<file path="src/lcgsh_pkg.sv">
// ============================================================================
// lcgsh_pkg - shared constants and types for the combined LCG shuffle RNG
// Generator moduli and multipliers, shuffle table sizing, request codes,
// the table write bundle and the table slot function.
// ============================================================================
package lcgsh_pkg;

    // Width of every generator value, table entry and result
    localparam int VAL_W = 31;
    // Width of the generator multipliers
    localparam int MUL_W = 16;
    // Width of the 2^31 folding constants
    localparam int FOLD_W = 8;

    // Shuffle table sizing
    localparam int TABLE_DEPTH = 32;
    localparam int SLOT_W = (TABLE_DEPTH > 1) ? $clog2(TABLE_DEPTH) : 1;
    // Warm-up counter runs from TABLE_DEPTH+7 down to zero
    localparam int CNT_W = $clog2(TABLE_DEPTH + 8);

    // Generator 1: x <- 40014*x mod 2147483563
    localparam logic [VAL_W-1:0]  MOD_A  = 31'd2147483563;
    localparam logic [MUL_W-1:0]  MUL_A  = 16'd40014;
    localparam logic [FOLD_W-1:0] FOLD_A = 8'd85;    // 2^31 mod MOD_A
    // Generator 2: y <- 40692*y mod 2147483399
    localparam logic [VAL_W-1:0]  MOD_B  = 31'd2147483399;
    localparam logic [MUL_W-1:0]  MUL_B  = 16'd40692;
    localparam logic [FOLD_W-1:0] FOLD_B = 8'd249;   // 2^31 mod MOD_B

    // Output wraps into 1..OUT_WRAP
    localparam logic [VAL_W-1:0] OUT_WRAP = MOD_A - 31'd1;
    // Output range covered by one table slot
    localparam logic [31:0] BUCKET = 32'd1 + {1'b0, OUT_WRAP} / 32'(TABLE_DEPTH);
    // Reset value of generator 2
    localparam logic [VAL_W-1:0] GEN2_INIT = 31'd123456789;

    // Request opcodes
    localparam logic OP_DRAW   = 1'b0;
    localparam logic OP_RESEED = 1'b1;

    // Which generator a modular multiply unit serves
    typedef enum logic {
        GEN_A,
        GEN_B
    } gen_sel_t;

    // One write into the shuffle table
    typedef struct packed {
        logic              en;
        logic [SLOT_W-1:0] addr;
        logic [VAL_W-1:0]  data;
    } tbl_wr_t;

    // Table slot picked by the previous output: floor(x / BUCKET), at most
    // TABLE_DEPTH-1. Each threshold compare is independent.
    function automatic logic [SLOT_W-1:0] slot_of(input logic [VAL_W-1:0] x);
        logic [SLOT_W-1:0] s;
        s = '0;
        for (int k = 1; k < TABLE_DEPTH; k++)
        begin
            if ({1'b0, x} >= 32'(k) * BUCKET)
            begin
                s = SLOT_W'(k);
            end
        end
        return s;
    endfunction

endpackage

</file>
<file path="src/lcgsh_mulmod.sv">
// ============================================================================
// lcgsh_mulmod - two-stage constant modular multiplier
// Stage 1 forms x*mul (47 bits). Stage 2 folds the bits above 2^31 back in
// with 2^31 mod m and finishes with one compare and subtract.
// ============================================================================
module lcgsh_mulmod (
    input  logic                             clk,
    input  logic                             rst_n,
    input  lcgsh_pkg::gen_sel_t              sel,
    input  logic                             en,
    input  logic [lcgsh_pkg::VAL_W-1:0]      x,
    output logic [lcgsh_pkg::VAL_W-1:0]      res
);
    import lcgsh_pkg::*;

    localparam int PROD_W = VAL_W + MUL_W;
    localparam int HF_W   = MUL_W + FOLD_W;

    logic [MUL_W-1:0]  mul;
    logic [FOLD_W-1:0] fold;
    logic [VAL_W-1:0]  modulus;

    logic [PROD_W-1:0] prod_reg;
    logic [PROD_W-1:0] prod_next;
    logic              v1_reg;
    logic [HF_W-1:0]   hi_fold;
    logic [VAL_W:0]    sum;
    logic [VAL_W:0]    red;
    logic [VAL_W-1:0]  res_reg;

    // Generator constants
    always_comb
    begin
        unique case (sel)
            GEN_A:
            begin
                mul     = MUL_A;
                fold    = FOLD_A;
                modulus = MOD_A;
            end
            GEN_B:
            begin
                mul     = MUL_B;
                fold    = FOLD_B;
                modulus = MOD_B;
            end
            default:
            begin
                mul     = MUL_A;
                fold    = FOLD_A;
                modulus = MOD_A;
            end
        endcase
    end

    // Stage 1: full product
    assign prod_next = PROD_W'(x) * PROD_W'(mul);

    // Stage 2: hi*2^31 + lo == hi*fold + lo, sum stays below twice the modulus
    assign hi_fold = HF_W'(prod_reg[PROD_W-1:VAL_W]) * HF_W'(fold);
    assign sum     = {1'b0, prod_reg[VAL_W-1:0]} + (VAL_W+1)'(hi_fold);
    assign red     = (sum >= {1'b0, modulus}) ? (sum - {1'b0, modulus}) : sum;

    // Stage valid
    always_ff @(posedge clk or negedge rst_n)
    begin
        if (!rst_n)
        begin
            v1_reg <= 1'b0;
        end
        else
        begin
            v1_reg <= en;
        end
    end

    // Datapath registers, held between operations
    always_ff @(posedge clk)
    begin
        if (en)
        begin
            prod_reg <= prod_next;
        end
        if (v1_reg)
        begin
            res_reg <= red[VAL_W-1:0];
        end
    end

    assign res = res_reg;

endmodule

</file>
<file path="src/lcgsh_table.sv">
// ============================================================================
// lcgsh_table - shuffle table memory
// One write and one registered read per cycle. Per-entry valid bits make
// never-written entries read as zero straight out of reset.
// ============================================================================
module lcgsh_table (
    input  logic                              clk,
    input  logic                              rst_n,
    input  logic                              rd_en,
    input  logic [lcgsh_pkg::SLOT_W-1:0]      rd_addr,
    output logic [lcgsh_pkg::VAL_W-1:0]       rd_data,
    input  lcgsh_pkg::tbl_wr_t                wr
);
    import lcgsh_pkg::*;

    logic [VAL_W-1:0]       mem [TABLE_DEPTH];
    logic [TABLE_DEPTH-1:0] valid_reg;
    logic [VAL_W-1:0]       rd_data_reg;
    logic                   rd_hit_reg;

    // Memory array and read data
    always_ff @(posedge clk)
    begin
        if (wr.en)
        begin
            mem[wr.addr] <= wr.data;
        end
        if (rd_en)
        begin
            rd_data_reg <= mem[rd_addr];
        end
    end

    // Valid bits and read hit
    always_ff @(posedge clk or negedge rst_n)
    begin
        if (!rst_n)
        begin
            valid_reg  <= '0;
            rd_hit_reg <= 1'b0;
        end
        else
        begin
            if (wr.en)
            begin
                valid_reg[wr.addr] <= 1'b1;
            end
            if (rd_en)
            begin
                rd_hit_reg <= valid_reg[rd_addr];
            end
        end
    end

    assign rd_data = rd_hit_reg ? rd_data_reg : '0;

endmodule

</file>
<file path="src/combined_lcg_shuffle_rng.sv">
// ============================================================================
// combined_lcg_shuffle_rng - combined LCG generator with shuffle table
// Two multiplicative generators are combined through a 32-entry shuffle
// table indexed by the previous output; one result per request.
//
//   channel | handshake            | payload
//   --------+----------------------+--------------------------
//   request | req_valid, req_stall | opcode, seed_value
//   result  | rsp_valid, rsp_stall | random_value
//
// In a draw, both generator multipliers and the table read start on the
// accept edge; the result and table write-back follow once the two-stage
// modular multiply has finished.
// A reseed runs TABLE_DEPTH+8 warm-up steps before its draw, each through
// issue, wait and write-back, since each step waits on the previous multiply.
// Reset restores the generator state; the table reads as zero until written.
// A stalled result holds the final step; new requests wait for it to drain.
// ============================================================================
module combined_lcg_shuffle_rng (
    input  logic                          clk,
    input  logic                          rst_n,
    input  logic                          req_valid,
    output logic                          req_stall,
    input  logic                          opcode,
    input  logic [lcgsh_pkg::VAL_W-1:0]   seed_value,
    output logic                          rsp_valid,
    input  logic                          rsp_stall,
    output logic [lcgsh_pkg::VAL_W-1:0]   random_value
);
    import lcgsh_pkg::*;

    typedef enum logic [2:0] {
        S_IDLE,
        S_SEED_ISSUE,
        S_SEED_WAIT,
        S_SEED_WB,
        S_DRAW_ISSUE,
        S_DRAW_WAIT,
        S_DRAW_FINAL
    } state_t;

    state_t           state_reg, state_next;
    logic [VAL_W-1:0] g1_reg, g1_next;
    logic [VAL_W-1:0] g2_reg, g2_next;
    logic [VAL_W-1:0] last_reg, last_next;
    logic [CNT_W-1:0] cnt_reg, cnt_next;
    logic             rsp_valid_reg, rsp_valid_next;
    logic [VAL_W-1:0] rsp_value_reg, rsp_value_next;

    logic             draw_issue;
    logic             mul_a_en;
    logic [VAL_W-1:0] res_a;
    logic [VAL_W-1:0] res_b;
    logic [SLOT_W-1:0] slot;
    logic [VAL_W-1:0] tbl_data;
    tbl_wr_t          tbl_wr;
    logic [VAL_W-1:0] seed_eff;
    logic [VAL_W:0]   diff;

    // Issue control
    assign draw_issue = ((state_reg == S_IDLE) && req_valid && (opcode == OP_DRAW))
                        || (state_reg == S_DRAW_ISSUE);
    assign mul_a_en   = draw_issue || (state_reg == S_SEED_ISSUE);
    assign slot       = slot_of(last_reg);
    assign seed_eff   = (seed_value == '0) ? VAL_W'(1) : seed_value;

    // Generator 1 multiplier
    lcgsh_mulmod u_mul_a (
        .clk   (clk),
        .rst_n (rst_n),
        .sel   (GEN_A),
        .en    (mul_a_en),
        .x     (g1_reg),
        .res   (res_a)
    );

    // Generator 2 multiplier
    lcgsh_mulmod u_mul_b (
        .clk   (clk),
        .rst_n (rst_n),
        .sel   (GEN_B),
        .en    (draw_issue),
        .x     (g2_reg),
        .res   (res_b)
    );

    // Shuffle table
    lcgsh_table u_table (
        .clk     (clk),
        .rst_n   (rst_n),
        .rd_en   (draw_issue),
        .rd_addr (slot),
        .rd_data (tbl_data),
        .wr      (tbl_wr)
    );

    // Entry minus generator 2, wrapped into 1..OUT_WRAP
    assign diff = (tbl_data <= res_b)
                  ? ({1'b0, tbl_data} + {1'b0, OUT_WRAP} - {1'b0, res_b})
                  : ({1'b0, tbl_data} - {1'b0, res_b});

    // Sequencer next state
    always_comb
    begin
        state_next     = state_reg;
        g1_next        = g1_reg;
        g2_next        = g2_reg;
        last_next      = last_reg;
        cnt_next       = cnt_reg;
        rsp_valid_next = rsp_valid_reg;
        rsp_value_next = rsp_value_reg;
        tbl_wr         = '0;

        if (rsp_valid_reg && !rsp_stall)
        begin
            rsp_valid_next = 1'b0;
        end

        unique case (state_reg)
            S_IDLE:
            begin
                if (req_valid)
                begin
                    if (opcode == OP_RESEED)
                    begin
                        g1_next    = seed_eff;
                        g2_next    = seed_eff;
                        cnt_next   = CNT_W'(TABLE_DEPTH + 7);
                        state_next = S_SEED_ISSUE;
                    end
                    else
                    begin
                        state_next = S_DRAW_WAIT;
                    end
                end
            end
            S_SEED_ISSUE:
            begin
                state_next = S_SEED_WAIT;
            end
            S_SEED_WAIT:
            begin
                state_next = S_SEED_WB;
            end
            S_SEED_WB:
            begin
                // warm-up step; the last TABLE_DEPTH results fill the table
                g1_next = res_a;
                if (cnt_reg < CNT_W'(TABLE_DEPTH))
                begin
                    tbl_wr.en   = 1'b1;
                    tbl_wr.addr = cnt_reg[SLOT_W-1:0];
                    tbl_wr.data = res_a;
                end
                if (cnt_reg == '0)
                begin
                    last_next  = res_a;
                    state_next = S_DRAW_ISSUE;
                end
                else
                begin
                    cnt_next   = cnt_reg - CNT_W'(1);
                    state_next = S_SEED_ISSUE;
                end
            end
            S_DRAW_ISSUE:
            begin
                state_next = S_DRAW_WAIT;
            end
            S_DRAW_WAIT:
            begin
                state_next = S_DRAW_FINAL;
            end
            S_DRAW_FINAL:
            begin
                // commit only once the result register is free
                if (!rsp_valid_reg || !rsp_stall)
                begin
                    tbl_wr.en      = 1'b1;
                    tbl_wr.addr    = slot;
                    tbl_wr.data    = res_a;
                    g1_next        = res_a;
                    g2_next        = res_b;
                    last_next      = diff[VAL_W-1:0];
                    rsp_value_next = diff[VAL_W-1:0];
                    rsp_valid_next = 1'b1;
                    state_next     = S_IDLE;
                end
            end
            default:
            begin
                state_next = S_IDLE;
            end
        endcase
    end

    // State and registered outputs
    always_ff @(posedge clk or negedge rst_n)
    begin
        if (!rst_n)
        begin
            state_reg     <= S_IDLE;
            g1_reg        <= VAL_W'(1);
            g2_reg        <= GEN2_INIT;
            last_reg      <= '0;
            cnt_reg       <= '0;
            rsp_valid_reg <= 1'b0;
        end
        else
        begin
            state_reg     <= state_next;
            g1_reg        <= g1_next;
            g2_reg        <= g2_next;
            last_reg      <= last_next;
            cnt_reg       <= cnt_next;
            rsp_valid_reg <= rsp_valid_next;
        end
    end

    // Result payload
    always_ff @(posedge clk)
    begin
        rsp_value_reg <= rsp_value_next;
    end

    assign req_stall    = (state_reg != S_IDLE);
    assign rsp_valid    = rsp_valid_reg;
    assign random_value = rsp_value_reg;

endmodule

</file>
<file path="config.mk">
export PLATFORM = sky130hd
export DESIGN_NAME = combined_lcg_shuffle_rng
export DESIGN_NICKNAME = d
export VERILOG_FILES = /design/src/lcgsh_pkg.sv /design/src/lcgsh_mulmod.sv /design/src/lcgsh_table.sv /design/src/combined_lcg_shuffle_rng.sv
export SDC_FILE = /design/constraint.sdc
export NUM_CORES = 2
export LEC_CHECK = 0
export BUFFER_PORTS_ARGS = -buffer_cell sky130_fd_sc_hd__buf_2
export CAP_MARGIN = 20
export CORE_ASPECT_RATIO = 0.6
export CORE_UTILIZATION = 40
export DETAILED_ROUTE_END_ITERATION = 12
export GPL_ROUTABILITY_DRIVEN = 0
export SYNTH_ARGS = -nofsm -noshare
export SYNTH_HDL_FRONTEND = slang
export SYNTH_SLANG_ARGS = --single-unit
</file>
<file path="constraint.sdc">
create_clock -name clk -period 6.7 [get_ports clk]
set_clock_uncertainty 0.2 [all_clocks]
set_input_delay 0.67 -clock clk [delete_from_list [all_inputs] [get_ports clk]]
set_output_delay 0.67 -clock clk [all_outputs]
set_load 0.02 [all_outputs]
</file>
# Word-level counts from Yosys, hierarchy flattened
# Memories as Yosys holds them, arrays and structs flattened. A register that Yosys moved wholly into a read port is not among the register bits.
# Cells that the tools add are included.
[totals]
regBits = 322
mem_bits_rw = 992
input_bits = 36
output_inout_bits = 33
elab_cells = 168
n_memories = 1
[op_classes]
n_addsub = 8
n_mul = 4
magnitude_cmp = 38
n_eq_ne = 11
mux = 66
bitwise_logic = 2
reduce_logical = 23
[mem_list]
columns = ["memory", "words", "width", "rd", "rd_ports_with_merged_regs", "wr", "line", "source"]
rows = [
  ["u_table.mem", 32, 31, 1, 1, 1, "lcgsh_table.sv:16", "logic [VAL_W-1:0] mem [TABLE_DEPTH];"],
]
[op_table]
columns = ["operator", "count"]
rows = [
  ["$ge 31x31->1 const B", 15],
  ["$mux 31", 11],
  ["$ge 31x30->1 const B", 8],
  ["$mux 5", 28],
  ["$ge 31x29->1 const B", 4],
  ["$pmux 31 s2", 2],
  ["$pmux 31 s3", 1],
  ["$mux 37", 2],
  ["$pmux 37 s2", 1],
  ["$ge 32x31->1 const B", 2],
  ["$ge 31x28->1 const B", 2],
  ["$sub 31x31->31", 2],
  ["$sub 31x31->31 const B", 2],
  ["$mul 31x15->46 const B", 1],
  ["$mul 31x14->45 const B", 1],
  ["$add 31x23->32", 1],
  ["$add 31x24->32", 1],
  ["$or 32x32->32", 1],
  ["$add 31x31->31 const B", 1],
  ["$ge 31x26->1 const B", 1],
  ["$ge 31x27->1 const B", 1],
  ["$le 31x31->1", 1],
  ["$logic_not 31->1", 1],
  ["$mul 16x8->24 const B", 1],
  ["other kinds (28)", 61],
]

# Depth between registers and ports, before layout
[depth]
depth_word = 39
mapped_depth = 23

# Cells and area by module
# A second synthesis with hierarchy kept.
[hier_totals]
hier_cells = 6856
area_unflattened_um2 = 89338.2
[modules_own_cells]
columns = ["module", "n_inst", "cells_per_inst", "area_per_inst_um2", "seq_area_each_um2"]
rows = [
  ["lcgsh_table", 1, 1625, 40157.3, 31545.3],
  ["lcgsh_mulmod (u_mul_a)", 1, 1919, 19095.8, 2337.2],
  ["lcgsh_mulmod (u_mul_b)", 1, 1902, 18982.0, 2337.2],
  ["combined_lcg_shuffle_rng", 1, 1410, 11103.1, 3504.6],
]

# Least setup slack after synthesis
# No wires, ideal clock.
[synth_path]
kind = "in2reg"
startpoint = "in opcode"
endpoint = "reg u_mul_b.v1_reg"
t_arrival_ns = 6.092
setup_slack_ns = -0.263
path_stages = 3
path_buffers = 0
cell_sequence = "inv_1 -> a21oi_1 -> nor3_1"
[synth_via]
elab_chain_cells = 3
[synth_lines]
columns = ["item", "line", "source"]
rows = [
  ["start: declaration", "combined_lcg_shuffle_rng.sv:24", "input logic opcode,"],
  ["$not 1->1", "combined_lcg_shuffle_rng.sv:61", "assign draw_issue = ((state_reg == S_IDLE) && req_valid && (opcode == OP_DRAW))"],
  ["$logic_and 1x1->1", "combined_lcg_shuffle_rng.sv:61", ""],
  ["$logic_or 1x1->1", "combined_lcg_shuffle_rng.sv:62", "|| (state_reg == S_DRAW_ISSUE);"],
  ["net draw_issue", "combined_lcg_shuffle_rng.sv:50", "logic draw_issue;"],
  ["end signal: assignment", "lcgsh_mulmod.sv:73", "v1_reg <= en;"],
  ["end: declaration", "lcgsh_mulmod.sv:25", "logic v1_reg;"],
]
# The timed path passes the listed nets, and every way through them passes these cells.
# A chain may end at the register's enable or synchronous reset.

# Worst setup path after layout
[layout_path]
startpoint = "reg g2_reg[16]"
endpoint = "reg u_mul_b.prod_reg[46], data pin"
[layout_via]
elab_chain_cells = 1
[layout_lines]
columns = ["item", "line", "source"]
rows = [
  ["start: declaration", "combined_lcg_shuffle_rng.sv:44", "logic [VAL_W-1:0] g2_reg, g2_next;"],
  ["start signal: assignment", "combined_lcg_shuffle_rng.sv:213", "g2_reg <= g2_next;"],
  ["$mul 31x14->45", "lcgsh_mulmod.sv:57", "assign prod_next = PROD_W'(x) * PROD_W'(mul);"],
  ["net u_mul_b.prod_next[46]", "lcgsh_mulmod.sv:24", "logic [PROD_W-1:0] prod_next;"],
  ["end signal: assignment", "lcgsh_mulmod.sv:82", "prod_reg <= prod_next;"],
  ["end: declaration", "lcgsh_mulmod.sv:23", "logic [PROD_W-1:0] prod_reg;"],
]
# The timed path passes the listed nets, and every way through them passes these cells.

==> flow_summary.json <==
{
  "finalNetCount": 8435,
  "wl_per_cell_um": 24.3,
  "setup_viol": 0,
  "port_buffers": 68,
  "grt_pass1_wl_um": 360000,
  "largest_reg_flops": 992,
  "drive_gt1_frac": 0.111,
  "synth_seq_cells": 1344,
  "synth_top_area_cell": "edfxtp_1",
  "dpl.hpwl_um": 170000,
  "met3_length_um": 28000,
  "rows": 126,
  "drv_slew": 0,
  "synth_compound_area_frac": 0.0642,
  "ys_seq_area_frac": 0.496,
  "required_ns": 6.94,
  "synth_warnings": 0,
  "die_y_um": 349,
  "antenna_found_initial": 9,
  "synth_nets": 8234,
  "fin_crit_sh": 0.987,
  "yosys.area.top_type_share": 0.453,
  "clk_pin_slew_ns": 0.06,
  "cts_max_level": 3,
  "syn-cell-area_um2": 80000,
  "hold_class": "input port to flop",
  "wl_um": 247000,
  "clockBufferDepth": 3,
  "syn_inst": 7210,
  "cp-end-kind": "flop",
  "drt_drc_violations_left": 0,
  "dr.max_layer_used": "met5",
  "track_usage": 0.239,
  "dieArea_um2": 202000,
  "fmax_ghz": 0.151,
  "clock_latency_ns": 0.76,
  "wl_met2_um": 95500,
  "synth-edff-count": 1207,
  "ioPinCount": 69,
  "run_status": "completed",
  "synthAdderAreaFrac": 0.197,
  "hold_depth": 3,
  "synth_top_family_by_area": "adder cells",
  "r2r-start": "g2_reg[16]$_DFFE_PN1P_",
  "cts_tree": "yes",
  "dr_total_vias": 57400,
  "instances_no_fill": 10100,
  "hold_end": "g2_reg[15]$_DFFE_PN1P_",
  "final_util": 0.458,
  "core-area_um2": 198000,
  "die_width_um": 580,
  "hp-start": "seed_value[15]",
  "path_class": "flop to flop",
  "synth-simple-area-share": 0.165,
  "overflow": 0,
  "synth_xor_area_frac": 0.0223,
  "drt_pass1_iterations": 7,
  "synthMuxAreaShare": 0.0104,
  "final_hold_viol_count": 0,
  "relSlewSlack": 0.209,
  "r2r_cells": 21,
  "reg2reg_slack_ns": 0.09,
  "synth.distinct_cells": 102,
  "drv_cap": 0,
  "r2r_end": "u_mul_b.prod_reg[46]$_DFFE_PP_",
  "avgSynthCellArea_um2": 11.1,
  "synthArstFlopShare": 0.102,
  "syn_to_final_growth_pct": 13.2,
  "place_inst": 9838,
  "worstPathMaxFanout": 4,
  "grt_max_degree": 193,
  "cts_made_buffers": 121,
  "cts.sinks": 1344,
  "wl_met1_um": 119000,
  "synthTopCellsByArea": "edfxtp_1, fa_1, ha_1, nand2_1, nand3_1",
  "start_util": 0.405,
  "via_per_inst": 5.66,
  "ant_nets": 0,
  "cts-root-buf": "clkbuf_16",
  "critPathLaunch": "g2_reg[16]$_DFFE_PN1P_",
  "drt-initial-drc-count": 7325,
  "cp_data_arrival_time_ns": 6.85,
  "ys.flop_type": "edfxtp_1",
  "worstMarginPinSlew_ns": 1.18,
  "cp-start-kind": "flop",
  "min_period_ns": 6.61,
  "first_global_vias": 53000
}
critical path, stage by stage (launching register included):
cell and delay (ns):
dfstp_2 0.60, buf_12 0.13, fa_1 0.47, ha_1 0.31, inv_1 0.05, fa_1 0.47, fa_1 0.50, inv_1 0.07
fa_1 0.53, fa_2 0.48, ha_4 0.30, o2111a_2 0.26, o2111ai_2 0.15, a31oi_2 0.26, and2_4 0.19, o31ai_4 0.07
o31a_1 0.28, a211oi_2 0.30, nor3b_2 0.22, o21a_1 0.16, o21a_1 0.18, o311ai_2 0.12
worst max path at each step:
stage / slack, ns / end / cells after the start
floorplan: 0.11 / u_mul_b.prod_reg[46]$_DFFE_PP_ / 21
CTS: -0.008 / u_mul_b.prod_reg[46]$_DFFE_PP_ / 23
global placement: -0.01 / u_mul_b.prod_reg[46]$_DFFE_PP_ / 23
finish: 0.09 / u_mul_b.prod_reg[46]$_DFFE_PP_ / 21
detailed placement: -0.12 / u_mul_b.prod_reg[46]$_DFFE_PP_ / 21
global route: -0.10 / u_mul_b.prod_reg[46]$_DFFE_PP_ / 22
Yosys cell counts, types with 8 or more instances:
cell	n
fa_1	452
nand3b_1	9
a211o_1	10
mux2i_1	72
nor2_1	214
buf_1	24
o31ai_1	20
o211ai_1	22
inv_1	642
or2_2	37
a211oi_1	18
buf_2	50
a21oi_1	174
mux2_2	10
nor4_1	16
a41oi_1	8
and4_1	38
o21bai_1	26
o21ai_0	163
dfrtp_1	120
and3_1	23
nor2b_1	49
or3_1	18
xnor2_1	143
nor3b_1	10
a21o_1	67
xor2_1	61
and2_1	25
nand3_1	934
dfstp_2	17
nand2_1	1327
nand4b_1	8
a31o_2	11
clkbuf_1	218
edfxtp_1	1207
o211a_1	10
nand4_1	44
nor3_1	65
o2111ai_1	14
nand2b_1	36
o21a_1	45
ha_1	536
or2_1	10
a31oi_1	65
layout make-up:
cell class              count  area, µm²
clock buffers             154       3220
inverters                 642       2410
fillers                 18100     107000
diodes                      7       17.5
flip-flops and latches   1344      39700
clock inverters            69        674
multi-input cells        4928      37900
repair buffers            374       3350
well taps                2624       3280
layout by cell type, fill, tap and decap left out, types with 17 or more instances in the layout:
cell type,count
a21o_1,66
a21oi_1,161
a31oi_1,61
and2_1,21
and3_1,22
and4_1,38
buf_12,29
buf_2,67
buf_4,239
clkbuf_1,28
clkbuf_16,123
clkinv_1,20
clkinv_2,24
dfrtp_1,109
dfstp_2,17
edfxtp_1,1207
fa_1,434
fa_2,18
ha_1,505
ha_4,30
inv_1,638
mux2i_1,72
nand2_1,1325
nand2b_1,36
nand3_1,934
nand4_1,44
nor2_1,178
nor2_4,35
nor2b_1,19
nor2b_2,30
nor3_1,62
o211ai_1,22
o21a_1,44
o21ai_0,160
o21bai_1,26
or2_2,37
or3_1,18
xnor2_1,140
xor2_1,61
what timing repair did:
action,CTS,global route
hold endpoints to repair,58,0
resized for setup,12,113
endpoints found under the setup margin,5,59
buffers inserted,2,52
pin swaps,3,82
hold buffers,7,0
routing by layer:
layer	track usage	vias up
li1	-	25600
met4	0.0384	6
met1	0.396	28700
met3	0.0598	266
met2	0.310	2769
met5	0.00120	-
metrics by stage:
| stage | instance area, µm² | setup WS [ns] | hold slack (ns) | TNS, ns |
|---|---|---|---|---|
| after global placement | 84900 | -0.0131 | 0.248 | -0.0131 |
| final | 90600 | 0.0884 | 0.0379 | 0 |
| after detailed placement | 85200 | -0.120 | 0.251 | -0.332 |
| after floorplan | 80000 | 0.110 | 0.174 | 0 |
| after global routing | 90600 | -0.101 | 0.0386 | -0.395 |
| after CTS | 89200 | -0.00836 | 0.00190 | -0.00836 |
logic make-up (layout without fill, tap and decap cells):
kind of cell	after synthesis	in the layout
AOI/OAI and AO/OA	766	766
DFF	1344	1344
and+or+nand+nor	2888	2888
muxes	82	82
adders and majority gates	988	988
other	0	7
buffers and inverters	938	1239
xor gates and xnor gates	204	204
Power is not shown: default switching activity piles up to over one toggle a cycle in this logic, so the estimate is an artifact.
